## config.mk

```make
export PLATFORM = sky130hd
export DESIGN_NAME = timed_task_release_queue
export DESIGN_NICKNAME = d
export VERILOG_FILES = /design/src/hdl/ttrq_pkg.sv /design/src/hdl/ttrq_front.sv /design/src/hdl/ttrq_back.sv /design/src/hdl/timed_task_release_queue.sv
export VERILOG_INCLUDE_DIRS = /design/src /design/src/hdl
export SDC_FILE = /design/constraint.sdc
export NUM_CORES = 2
export LEC_CHECK = 0
export BUFFER_PORTS_ARGS = -buffer_cell sky130_fd_sc_hd__clkbuf_2
export CORE_MARGIN = 4
export CORE_UTILIZATION = 55
export DETAILED_ROUTE_END_ITERATION = 7
export PLACE_DENSITY = 0.74
export SKIP_CTS_REPAIR_TIMING = 1
export SLEW_MARGIN = 0
export SYNTH_ARGS = -nofsm -noshare
export SYNTH_HDL_FRONTEND = slang
export SYNTH_SLANG_ARGS = --single-unit
```

## constraint.sdc

```tcl
create_clock -name clk -period 10.35 [get_ports clk]
set_input_delay 0.5175 -clock clk [delete_from_list [all_inputs] [get_ports clk]]
set_output_delay 0.5175 -clock clk [all_outputs]
set_load 0.005 [all_outputs]
```

## src/hdl/assert_macros.svh

```systemverilog
// Assertion macros shared by the RTL files
`ifndef ASSERT_MACROS_SVH
`define ASSERT_MACROS_SVH
// property that must hold on every clock edge out of reset
`define ASSERT_ALWAYS(label, clk, rst_n, prop, msg) \
	label: assert property (@(posedge clk) disable iff (!rst_n) (prop)) else $error(msg);
// implication checked on every clock edge out of reset
`define ASSERT_IMPLY(label, clk, rst_n, ante, cons, msg) \
	label: assert property (@(posedge clk) disable iff (!rst_n) (ante) |-> (cons)) else $error(msg);
`endif

```

## src/hdl/ttrq_pkg.sv

```systemverilog
// Package: types, constants and codes of the timed task release queue
package ttrq_pkg;
	localparam int QUEUE_DEPTH = 16;
	localparam int MAX_DISPATCH = 16;
	localparam int MAX_RESULTS = 16;
	localparam int LIMIT = (MAX_DISPATCH < MAX_RESULTS) ? MAX_DISPATCH : MAX_RESULTS;
	localparam int SLOT_W = (QUEUE_DEPTH > 1) ? $clog2(QUEUE_DEPTH) : 1;
	localparam int CNT_W = $clog2(LIMIT + 1);
	localparam int CMDQ_DEPTH = 2;

	localparam logic [1:0] KIND_ENQ = 2'd0;
	localparam logic [1:0] KIND_CANCEL = 2'd1;
	localparam logic [1:0] KIND_TICK = 2'd2;
	localparam logic [1:0] KIND_NOP = 2'd3;

	localparam logic [2:0] ST_ENQUEUED = 3'd0;
	localparam logic [2:0] ST_FULL = 3'd1;
	localparam logic [2:0] ST_RELEASED = 3'd2;
	localparam logic [2:0] ST_NONE_DUE = 3'd3;
	localparam logic [2:0] ST_CANCEL_ACK = 3'd4;

	typedef struct packed {
		logic [1:0] kind;
		logic [47:0] start_time;
		logic has_repeat;
		logic [47:0] repeat_interval;
		logic has_end;
		logic [47:0] end_time;
		logic [31:0] cancel_id;
		logic [47:0] now;
	} cmd_t;

	typedef struct packed {
		logic [2:0] status;
		logic [31:0] task_id;
		logic [47:0] exec_time;
		logic last;
	} res_t;
endpackage

```

## src/hdl/ttrq_front.sv

```systemverilog
// Front end: accepts transactions, drops unused kinds, queues commands
module ttrq_front import ttrq_pkg::*; (
	input logic clk,
	input logic arst_n,
	input logic push,
	output logic full,
	input cmd_t cmd_in,
	output logic cmd_valid,
	output cmd_t cmd_out,
	input logic cmd_take
);
	`include "assert_macros.svh"

	cmd_t mem_q [CMDQ_DEPTH];
	logic wr_ptr_q, rd_ptr_q;
	logic [1:0] cnt_q;
	logic wr_en, rd_en;

	assign full = (cnt_q == 2'(CMDQ_DEPTH));
	// kind 3 has no effect: it is accepted and discarded
	assign wr_en = push && !full && (cmd_in.kind != KIND_NOP);
	assign cmd_valid = (cnt_q != 2'd0);
	assign rd_en = cmd_valid && cmd_take;
	assign cmd_out = mem_q[rd_ptr_q];

	always_ff @(posedge clk) begin
		if (wr_en) mem_q[wr_ptr_q] <= cmd_in;
	end

	always_ff @(posedge clk or negedge arst_n) begin
		if (!arst_n) begin
			wr_ptr_q <= 1'b0;
			rd_ptr_q <= 1'b0;
			cnt_q <= 2'd0;
		end else begin
			if (wr_en) wr_ptr_q <= ~wr_ptr_q;
			if (rd_en) rd_ptr_q <= ~rd_ptr_q;
			cnt_q <= cnt_q + 2'(wr_en) - 2'(rd_en);
		end
	end

	`ASSERT_ALWAYS(a_cnt_range, clk, arst_n, cnt_q <= 2'(CMDQ_DEPTH), "command queue overflow")
	`ASSERT_IMPLY(a_no_wr_full, clk, arst_n, full, !wr_en, "write while full")
	`ASSERT_IMPLY(a_take_valid, clk, arst_n, rd_en, cmd_valid, "read of empty command queue")
endmodule

```

## src/hdl/ttrq_back.sv

```systemverilog
// Back end: entry table, sequential scan, release and result register
module ttrq_back import ttrq_pkg::*; (
	input logic clk,
	input logic arst_n,
	input logic cmd_valid,
	input cmd_t cmd,
	output logic cmd_take,
	output logic empty,
	input logic pop,
	output res_t res
);
	`include "assert_macros.svh"

	typedef enum logic [4:0] {
		S_IDLE = 5'b00001,
		S_SCAN = 5'b00010,
		S_ACT = 5'b00100,
		S_EMIT = 5'b01000,
		S_DONE = 5'b10000
	} state_t;

	state_t state_q;
	logic [QUEUE_DEPTH-1:0] valid_q, canc_q;
	logic [31:0] id_q [QUEUE_DEPTH];
	logic [47:0] time_q [QUEUE_DEPTH];
	logic [48:0] rep_q [QUEUE_DEPTH];
	logic [48:0] end_q [QUEUE_DEPTH];
	logic [31:0] next_id_q;
	logic [47:0] now_q;
	logic [SLOT_W-1:0] idx_q;
	logic best_ok_q;
	logic [SLOT_W-1:0] best_q;
	logic [47:0] best_time_q;
	logic [31:0] best_id_q;
	logic [CNT_W-1:0] count_q;
	logic res_valid_q;
	res_t res_q;
	// result waiting to be published; a release is held until the next scan shows
	// whether it is the last one of the tick
	res_t hold_q;
	logic hold_ok_q;
	logic res_load;
	logic [48:0] nxt_q;
	logic [SLOT_W-1:0] cur;
	logic better, free_ok;
	logic [SLOT_W-1:0] free_slot;

	assign empty = !res_valid_q;
	assign res = res_q;
	assign cmd_take = (state_q == S_IDLE) && cmd_valid;
	assign cur = idx_q;
	assign res_load = ((state_q == S_EMIT) && hold_ok_q) ||
		((state_q == S_DONE) && (!res_valid_q || pop));

	always_comb begin
		free_ok = 1'b0;
		free_slot = '0;
		for (int i = QUEUE_DEPTH - 1; i >= 0; i--) begin
			if (!valid_q[i]) begin
				free_ok = 1'b1;
				free_slot = SLOT_W'(i);
			end
		end
	end

	assign better = valid_q[cur] && (time_q[cur] < now_q) && (!best_ok_q ||
		(time_q[cur] < best_time_q) ||
		((time_q[cur] == best_time_q) && (id_q[cur] < best_id_q)));

	always_ff @(posedge clk) begin
		case (state_q)
			S_IDLE: begin
				if (cmd_valid && cmd.kind == KIND_ENQ && free_ok) begin
					id_q[free_slot] <= next_id_q;
					time_q[free_slot] <= cmd.start_time;
					rep_q[free_slot] <= cmd.has_repeat ? {1'b1, cmd.repeat_interval} : '0;
					end_q[free_slot] <= (cmd.has_repeat && cmd.has_end) ?
						{1'b1, cmd.end_time} : '0;
				end
			end
			S_EMIT: begin
				if (!nxt_q[48]) time_q[best_q] <= nxt_q[47:0];
			end
			default: ;
		endcase
	end

	always_ff @(posedge clk or negedge arst_n) begin
		if (!arst_n) begin
			state_q <= S_IDLE;
			valid_q <= '0;
			canc_q <= '0;
			next_id_q <= '0;
			res_valid_q <= 1'b0;
			idx_q <= '0;
			best_ok_q <= 1'b0;
			count_q <= '0;
			hold_ok_q <= 1'b0;
		end else begin
			if (res_load) res_valid_q <= 1'b1;
			else if (pop) res_valid_q <= 1'b0;
			if (res_load)
				res_q <= '{status: hold_q.status, task_id: hold_q.task_id,
					exec_time: hold_q.exec_time, last: hold_q.last || (state_q == S_DONE)};
			case (state_q)
				S_IDLE: begin
					if (cmd_valid) begin
						case (cmd.kind)
							KIND_ENQ: begin
								hold_q <= '{status: free_ok ? ST_ENQUEUED : ST_FULL,
									task_id: free_ok ? next_id_q : 32'd0,
									exec_time: 48'd0, last: 1'b1};
								if (free_ok) begin
									valid_q[free_slot] <= 1'b1;
									canc_q[free_slot] <= 1'b0;
									next_id_q <= next_id_q + 32'd1;
								end
								state_q <= S_DONE;
							end
							KIND_CANCEL: begin
								for (int i = 0; i < QUEUE_DEPTH; i++)
									if (valid_q[i] && id_q[i] == cmd.cancel_id)
										canc_q[i] <= 1'b1;
								hold_q <= '{status: ST_CANCEL_ACK, task_id: cmd.cancel_id,
									exec_time: 48'd0, last: 1'b1};
								state_q <= S_DONE;
							end
							default: begin
								now_q <= cmd.now;
								count_q <= '0;
								idx_q <= '0;
								best_ok_q <= 1'b0;
								hold_ok_q <= 1'b0;
								state_q <= S_SCAN;
							end
						endcase
					end
				end
				S_SCAN: begin
					// one entry per cycle, keeping the earliest due so far
					if (better) begin
						best_ok_q <= 1'b1;
						best_q <= cur;
						best_time_q <= time_q[cur];
						best_id_q <= id_q[cur];
					end
					if (idx_q == SLOT_W'(QUEUE_DEPTH - 1)) state_q <= S_ACT;
					else idx_q <= idx_q + 1'b1;
				end
				S_ACT: begin
					idx_q <= '0;
					nxt_q <= {1'b0, best_time_q} + {1'b0, rep_q[best_q][47:0]};
					if (!best_ok_q) begin
						if (!hold_ok_q)
							hold_q <= '{status: ST_NONE_DUE, task_id: 32'd0,
								exec_time: 48'd0, last: 1'b1};
						state_q <= S_DONE;
					end else if (canc_q[best_q]) begin
						valid_q[best_q] <= 1'b0;
						canc_q[best_q] <= 1'b0;
						best_ok_q <= 1'b0;
						state_q <= S_SCAN;
					end else if (!hold_ok_q || !res_valid_q || pop) begin
						best_ok_q <= 1'b0;
						state_q <= S_EMIT;
					end
				end
				S_EMIT: begin
					// the held release goes out with last clear, this one takes its place
					count_q <= count_q + 1'b1;
					hold_ok_q <= 1'b1;
					hold_q <= '{status: ST_RELEASED, task_id: best_id_q,
						exec_time: best_time_q, last: 1'b0};
					if (!rep_q[best_q][48] || nxt_q[48] ||
						(end_q[best_q][48] && nxt_q[47:0] >= end_q[best_q][47:0]))
						valid_q[best_q] <= 1'b0;
					if (count_q == CNT_W'(LIMIT - 1)) state_q <= S_DONE;
					else state_q <= S_SCAN;
				end
				S_DONE: begin
					if (!res_valid_q || pop) state_q <= S_IDLE;
				end
				default: state_q <= S_IDLE;
			endcase
		end
	end

	`ASSERT_IMPLY(a_emit_room, clk, arst_n, state_q == S_EMIT && hold_ok_q, !res_valid_q, "release over an unread result")
	`ASSERT_IMPLY(a_count_lim, clk, arst_n, state_q == S_SCAN, count_q < CNT_W'(LIMIT), "release limit exceeded")
	`ASSERT_ALWAYS(a_canc_valid, clk, arst_n, (canc_q & ~valid_q) == '0, "cancel mark on a free entry")
endmodule

```

## src/hdl/timed_task_release_queue.sv

```systemverilog
// Timed task release queue: one command at a time through a slot-by-slot scan.
// Enqueue and cancel: result held on accept, loaded once the output register is free.
// Tick: one scan per release, one more per cancelled entry dropped, and a final scan
// unless the release limit ends it; a release waits for a later scan or the limit.
// Input side buffers two commands; results wait in one output register.
// Asynchronous active-low reset empties the table and restarts ids at zero.
module timed_task_release_queue import ttrq_pkg::*; (
	input logic clk,
	input logic arst_n,
	input logic push,
	output logic full,
	input logic [1:0] kind,
	input logic [47:0] start_time,
	input logic has_repeat,
	input logic [47:0] repeat_interval,
	input logic has_end,
	input logic [47:0] end_time,
	input logic [31:0] cancel_id,
	input logic [47:0] now,
	output logic empty,
	input logic pop,
	output logic [2:0] status,
	output logic [31:0] task_id,
	output logic [47:0] exec_time,
	output logic last
);
	cmd_t cmd_in, cmd;
	logic cmd_valid, cmd_take;
	res_t res;

	assign cmd_in = '{kind: kind, start_time: start_time, has_repeat: has_repeat,
		repeat_interval: repeat_interval, has_end: has_end, end_time: end_time,
		cancel_id: cancel_id, now: now};

	ttrq_front u_front (.clk(clk), .arst_n(arst_n), .push(push), .full(full),
		.cmd_in(cmd_in), .cmd_valid(cmd_valid), .cmd_out(cmd), .cmd_take(cmd_take));

	ttrq_back u_back (.clk(clk), .arst_n(arst_n), .cmd_valid(cmd_valid), .cmd(cmd),
		.cmd_take(cmd_take), .empty(empty), .pop(pop), .res(res));

	assign status = res.status;
	assign task_id = res.task_id;
	assign exec_time = res.exec_time;
	assign last = res.last;
endmodule
```

### After elaboration in Yosys (flattened, before gate mapping)

Memory sizes are Yosys's and may differ from the RTL's. A register that Yosys moved wholly into a read port is not among the register bits.
Cells that the tools add are included.

| cells by class | value |
|---|---|
| bitwise gates (word level) | 9 |
| add/subtract/negate cells | 6 |
| magnitude comparators | 9 |
| reductions and logical operators | 81 |
| muxes and demuxes | 117 |
| equal/unequal tests | 59 |

Operators by type and width:

| operator | count |
|---|---|
| equality test 32 bit | 16 |
| two-way mux 84 bit | 3 |
| one-hot mux 84 bit (3 select lines) | 1 |
| one-hot mux 84 bit (2 select lines) | 1 |
| two-way mux 16 bit | 10 |
| AND reduction 7 bit | 17 |
| two-way mux 49 bit | 2 |
| less-than comparator 48 bit | 2 |
| two-way mux 4 bit | 22 |
| one-hot mux 16 bit (2 select lines) | 2 |
| two-way mux 1 bit | 54 |
| != test 3 bit, second input constant | 17 |
| two-way mux 5 bit | 10 |
| adder 48 x 48 -> 49 bit | 1 |
| AND 16 bit | 3 |
| equality test 48 bit | 1 |
| greater-or-equal comparator 48 bit | 1 |
| two-way mux 48 bit | 1 |
| one-hot mux 16 bit (3 select lines) | 1 |
| OR reduction 48 bit | 1 |
| adder 32 x 1 -> 32 bit, second input constant | 1 |
| less-than comparator 32 bit | 1 |
| two-way mux 32 bit | 1 |
| inverter 16 bit | 2 |
| other kinds (38) | 110 |

| storage, ports and cells | value |
|---|---|
| memories | 5 |
| word-level logic and storage cells | 326 |
| output and inout port bits | 86 |
| bits in writable memories | 3,304 |
| flip-flop bits (word level) | 434 |
| bits of input ports | 232 |

Memory list:

| memory | words | bits a word | rd ports | clocked after Yosys merged registers in | wr ports | line | RTL |
|---|---|---|---|---|---|---|---|
| u_back.end_q | 16 | 49 | 1 | 1 | 1 | ttrq_back.sv:27 | `logic [48:0] end_q [QUEUE_DEPTH];` |
| u_back.rep_q | 16 | 49 | 1 | 1 | 1 | ttrq_back.sv:26 | `logic [48:0] rep_q [QUEUE_DEPTH];` |
| u_back.time_q | 16 | 48 | 1 | 0 | 1 | ttrq_back.sv:25 | `logic [47:0] time_q [QUEUE_DEPTH];` |
| u_back.id_q | 16 | 32 | 17 | 0 | 1 | ttrq_back.sv:24 | `logic [31:0] id_q [QUEUE_DEPTH];` |
| u_front.mem_q | 2 | 228 | 1 | 0 | 1 | ttrq_front.sv:14 | `cmd_t mem_q [CMDQ_DEPTH];` |

### Depth between registers and ports, before layout

| logic depth | value |
|---|---|
| depth after elaboration | 26 |
| depth in mapped cells | 18 |

### By module

A second synthesis with hierarchy kept.

| second synthesis, totals | value |
|---|---|
| cell total of the unflattened synthesis | 7,626 |
| area, all modules | 153,393.4 um^2 |

By module, submodules not included:

| module | times used | cells an instance | area each (um^2) |
|---|---|---|---|
| ttrq_back | 1 | 6,898 | 136,656.1 |
| ttrq_front | 1 | 728 | 16,737.3 |

### Worst setup path before layout

No wires, ideal clock.

| path | value |
|---|---|
| path type | reg-to-reg |
| from | reg u_back.state_q[1] |
| to | mem u_back.end_q[6][0] (enable) |
| clock period less this slack | 11,332 ps |
| stages on the path, launching flop included | 7 |
| setup slack | -982 ps |
| data required time | 9,569 ps |
| data arrival time | 10,552 ps |
| path through | dfrtp_1 or3_1 nor3b_4 nand3_2 nor3_4 nand2_1 nor3_1 |

| on the way | value |
|---|---|
| longest elaborated chain between the ends | 3 |

Ends and longest elaborated chain:

| what | line | RTL |
|---|---|---|
| from (decl) | ttrq_back.sv:22 | `state_t state_q;` |
| from (signal assigned) | ttrq_back.sv:90 | `state_q <= S_IDLE;` |
| from (signal assigned) | ttrq_back.sv:118 | `state_q <= S_DONE;` |
| from (signal assigned) | ttrq_back.sv:126 | `state_q <= S_DONE;` |
| equality test 5 x 1 -> 1 bit | ttrq_back.sv:71 | `case (state_q)` |
| two-way mux 1 bit | ttrq_back.sv:71 |  |
| two-way mux 1 bit | ttrq_back.sv:77 | `end_q[free_slot] <= (cmd.has_repeat && cmd.has_end) ?` |
| to (decl) | ttrq_back.sv:27 |  |

No other way between the ends.

==> impl_metrics.py <==
metrics = {
    "hold_path": {
        "hold_depth": 3,
        "worstHoldStart": "pop",
        "min_to": "u_back.res_valid_q",
        "min_path_type": "input port to register",
    },
    "clock_network": {
        "cts_max_level": 5,
        "cts_tree": "done",
        "cts_made_buffers": 376,
        "cts.sinks": 3742,
        "clk_latency_ns": 0.97,
        "cts.clk_slew.worst_paths_ns": 0.07,
        "clock_path_buffers": 4,
        "cts_root_buffer": "clkbuf_16",
    },
    "cells_and_area": {
        "drive_gt1_share_pct": 24.17,
        "fin_nets": 8863,
        "multi_input_area_um2": 39240,
        "area_growth_pct": 14.02,
        "seq_area_um2": 111900,
        "nFillCells": 18401,
    },
    "sta": {
        "tightest_slew_ns": 1.367,
        "setup_ws_ns": 2.750,
        "rsz0062_at_grt": "no",
        "relSlewSlack_pct": 8.231,
        "setup_viol": 0,
        "setup_tns_ns": 0,
        "fmax_ghz": 0.1316,
        "post-route-min-period_ns": 7.600,
        "period_share_pct": 73.43,
        "finalHoldViolCount": 0,
        "skew_ns": 0.06594,
        "finalMaxSlewViolations": 0,
    },
    "placement": {
        "io_buffers": 317,
        "gp_congestion": 1.068,
        "preCtsSetupSlack_ns": 2.820,
        "place_hpwl_mm": 278.3,
    },
    "die": {
        "die_h_um": 535.5,
        "num_io_pins": 318,
        "start_util_pct": 55.31,
        "dieArea_um2": 286800,
        "die_x_um": 535.5,
        "rows": 193,
        "core_area_um2": 276700,
    },
    "logic_synthesis": {
        "synth_area_leaders": "edfxtp_1 72%, mux4_2 13%, xor2_1 2.4%",
        "synth_area_leader_cell": "edfxtp_1",
        "synth.cell_area_um2": 153100,
        "ys_types": 90,
        "ys_seq_area_share_pct": 73.11,
        "postSynthCellCount": 7620,
        "synthesis.nets": 8081,
        "avgSynthCellArea_um2": 20.09,
        "synth_seq_cells": 3742,
        "synth_ff_type": "edfxtp_1",
        "ys_warn_count": 0,
        "synth_top_area_share_pct": 71.66,
        "synth_edf_count": 3653,
        "synth-async-reset-ratio_pct": 2.272,
    },
    "drt": {
        "ant_nets": 0,
        "drt_iter0_markers": 12440,
        "wl_per_cell_um": 36.00,
        "finalWirelength_mm": 447.8,
        "firstDrtPassIters": 6,
        "vias": 82526,
        "via_per_inst": 6.634,
        "drc": 0,
    },
    "critical_path": {
        "reg2reg_from": "u_back.cur[0]",
        "startpoint_type": "register",
        "critical_path.top_delay_family": "compound AO/OA/AOI/OAI gates",
        "path_max_fanout": 71,
        "crit_type": "register to register",
        "cp-end-kind": "register",
        "cp_cell_sequence": "buf_12 > mux4_2 > mux4_2 > ha_1 > a21o_1 > a21o_1 > a21oi_1 > nor3_1 > a2111oi_0 > a21boi_1 > o31ai_1 > a311oi_4 > buf_4 > buf_4 > mux2_4",
        "worstPathRequired_ns": 11.15,
        "crit_buf_inv": 3,
        "cp.arrival_ns": 8.40,
        "reg2reg_depth": 15,
        "cp.depth": 15,
        "crit_start": "u_back.cur[0]",
        "crit_path_top_delay_cell": "a2111oi_0",
        "slowest_delay_ns": 0.90,
        "rrSetupSlack_ns": 2.75,
    },
    "grt": {
        "grt_pass1_vias": 79504,
        "track_usage_pct": 30.66,
        "antenna_found_initial": 32,
        "grt_max_degree": 122,
        "grt_pass1_wl_mm": 617.3,
        "grt-ovfl-total": 0,
    },
    "job": {
        "drv_cap": 0,
    },
    "pwr": {
        "max-vdd-ir-drop_mv": 0.2018,
        "leakage_nw": 57.14,
        "power.density_nw_per_um2": 244.0,
        "power_mw": 42.58,
    },
    "outcome": {
        "status": "finished clean",
    },
}
per-stage QoR:
stage               hold WS, ns  cells  utilization, %  cell area (µm²)
floorplan                0.2219   7620               -           153100
global placement         0.4010  11499           57.78           159900
detailed placement       0.4045  11499           57.78           159900
CTS                     -0.5408  12190           62.22           172200
global route             0.1029  12428           63.06           174500
finish                   0.1259  12440           63.07           174500
Yosys cell counts, types with 45 or more instances:
| cell | number |
|---|---|
| a21o_1 | 111 |
| a21oi_1 | 112 |
| buf_1 | 67 |
| buf_2 | 45 |
| clkbuf_1 | 185 |
| dfrtp_1 | 84 |
| edfxtp_1 | 3653 |
| ha_1 | 228 |
| inv_1 | 209 |
| mux2_2 | 51 |
| mux2i_1 | 156 |
| mux4_2 | 893 |
| nand2_1 | 181 |
| nand3_1 | 57 |
| nand4_1 | 152 |
| nor2_1 | 255 |
| nor4_1 | 67 |
| o21ai_0 | 110 |
| xnor2_1 | 174 |
| xor2_1 | 414 |
cell usage in the layout (no fill, tap or decap), types with 160 or more instances in the layout:
cell type and instances:
edfxtp_1 3653, mux4_2 893, xor2_1 414, clkbuf_16 378, clkbuf_2 316, dlygate4sd3_1 230, ha_1 228, nor2_1 224
inv_1 209, nand2_1 180, xnor2_1 174, buf_4 160
metal layers:
metal	share of wire, %	up-vias	GRT usage [%]
met5	0.047	-	0
met1	36	42923	42.50
met2	47	5912	47.15
li1	-	32662	-
met4	5.5	32	14.01
met3	12	997	6.837
flip-flops by register name (all words and copies together), names as in the netlist, 49 cells and up, named ones only:
name,flops
u_back.rep_q,784
u_back.res,84
u_back.time_q,768
u_back.nxt_q,49
u_back.id_q,512
u_front.mem_q,456
u_back.hold_q,84
u_back.end_q,784
where the power goes:
part,internal [mW],switching [mW]
combinational,3.32,6.54
sequential,18.6,0.484
clock,7.74,5.86
tightest hold or removal path, stage by stage:
cell and delay (ns):
clkbuf_2 0.08, nand2b_1 0.27, nand3_1 0.11
kinds of logic (layout without fill, tap and decap cells):
group / Yosys count / in the layout / share of synthesized area [%]
flops: 3742 / 3742 / 73.11
simple gates: 849 / 849 / 2.746
compound gates: 535 / 535 / 2.353
other cells: 0 / 20 / 0
fa+ha+maj: 229 / 229 / 1.877
xor+xnor: 588 / 588 / 3.364
mux: 1139 / 1139 / 15.10
buf+inv: 538 / 1633 / 1.457
worst max path at each step:
stage | end | slack (ns)
after detailed placement | register | 2.82
after CTS | register | 2.76
final | register | 2.75
after global placement | register | 2.86
after floorplan | u_back.end_q[6][0] | -0.98
after global routing | register | 2.62
cell type report:
type,count,share of cell area (%)
well taps,3705,2.656
inverters,210,0.4524
flip-flops and latches,3742,64.14
clock buffers,452,5.625
multi-input cells,3340,22.48
diodes,20,0.02868
clock inverters,239,1.409
repair buffers,732,3.212
Note: power is estimated with default switching activity, not from simulation.
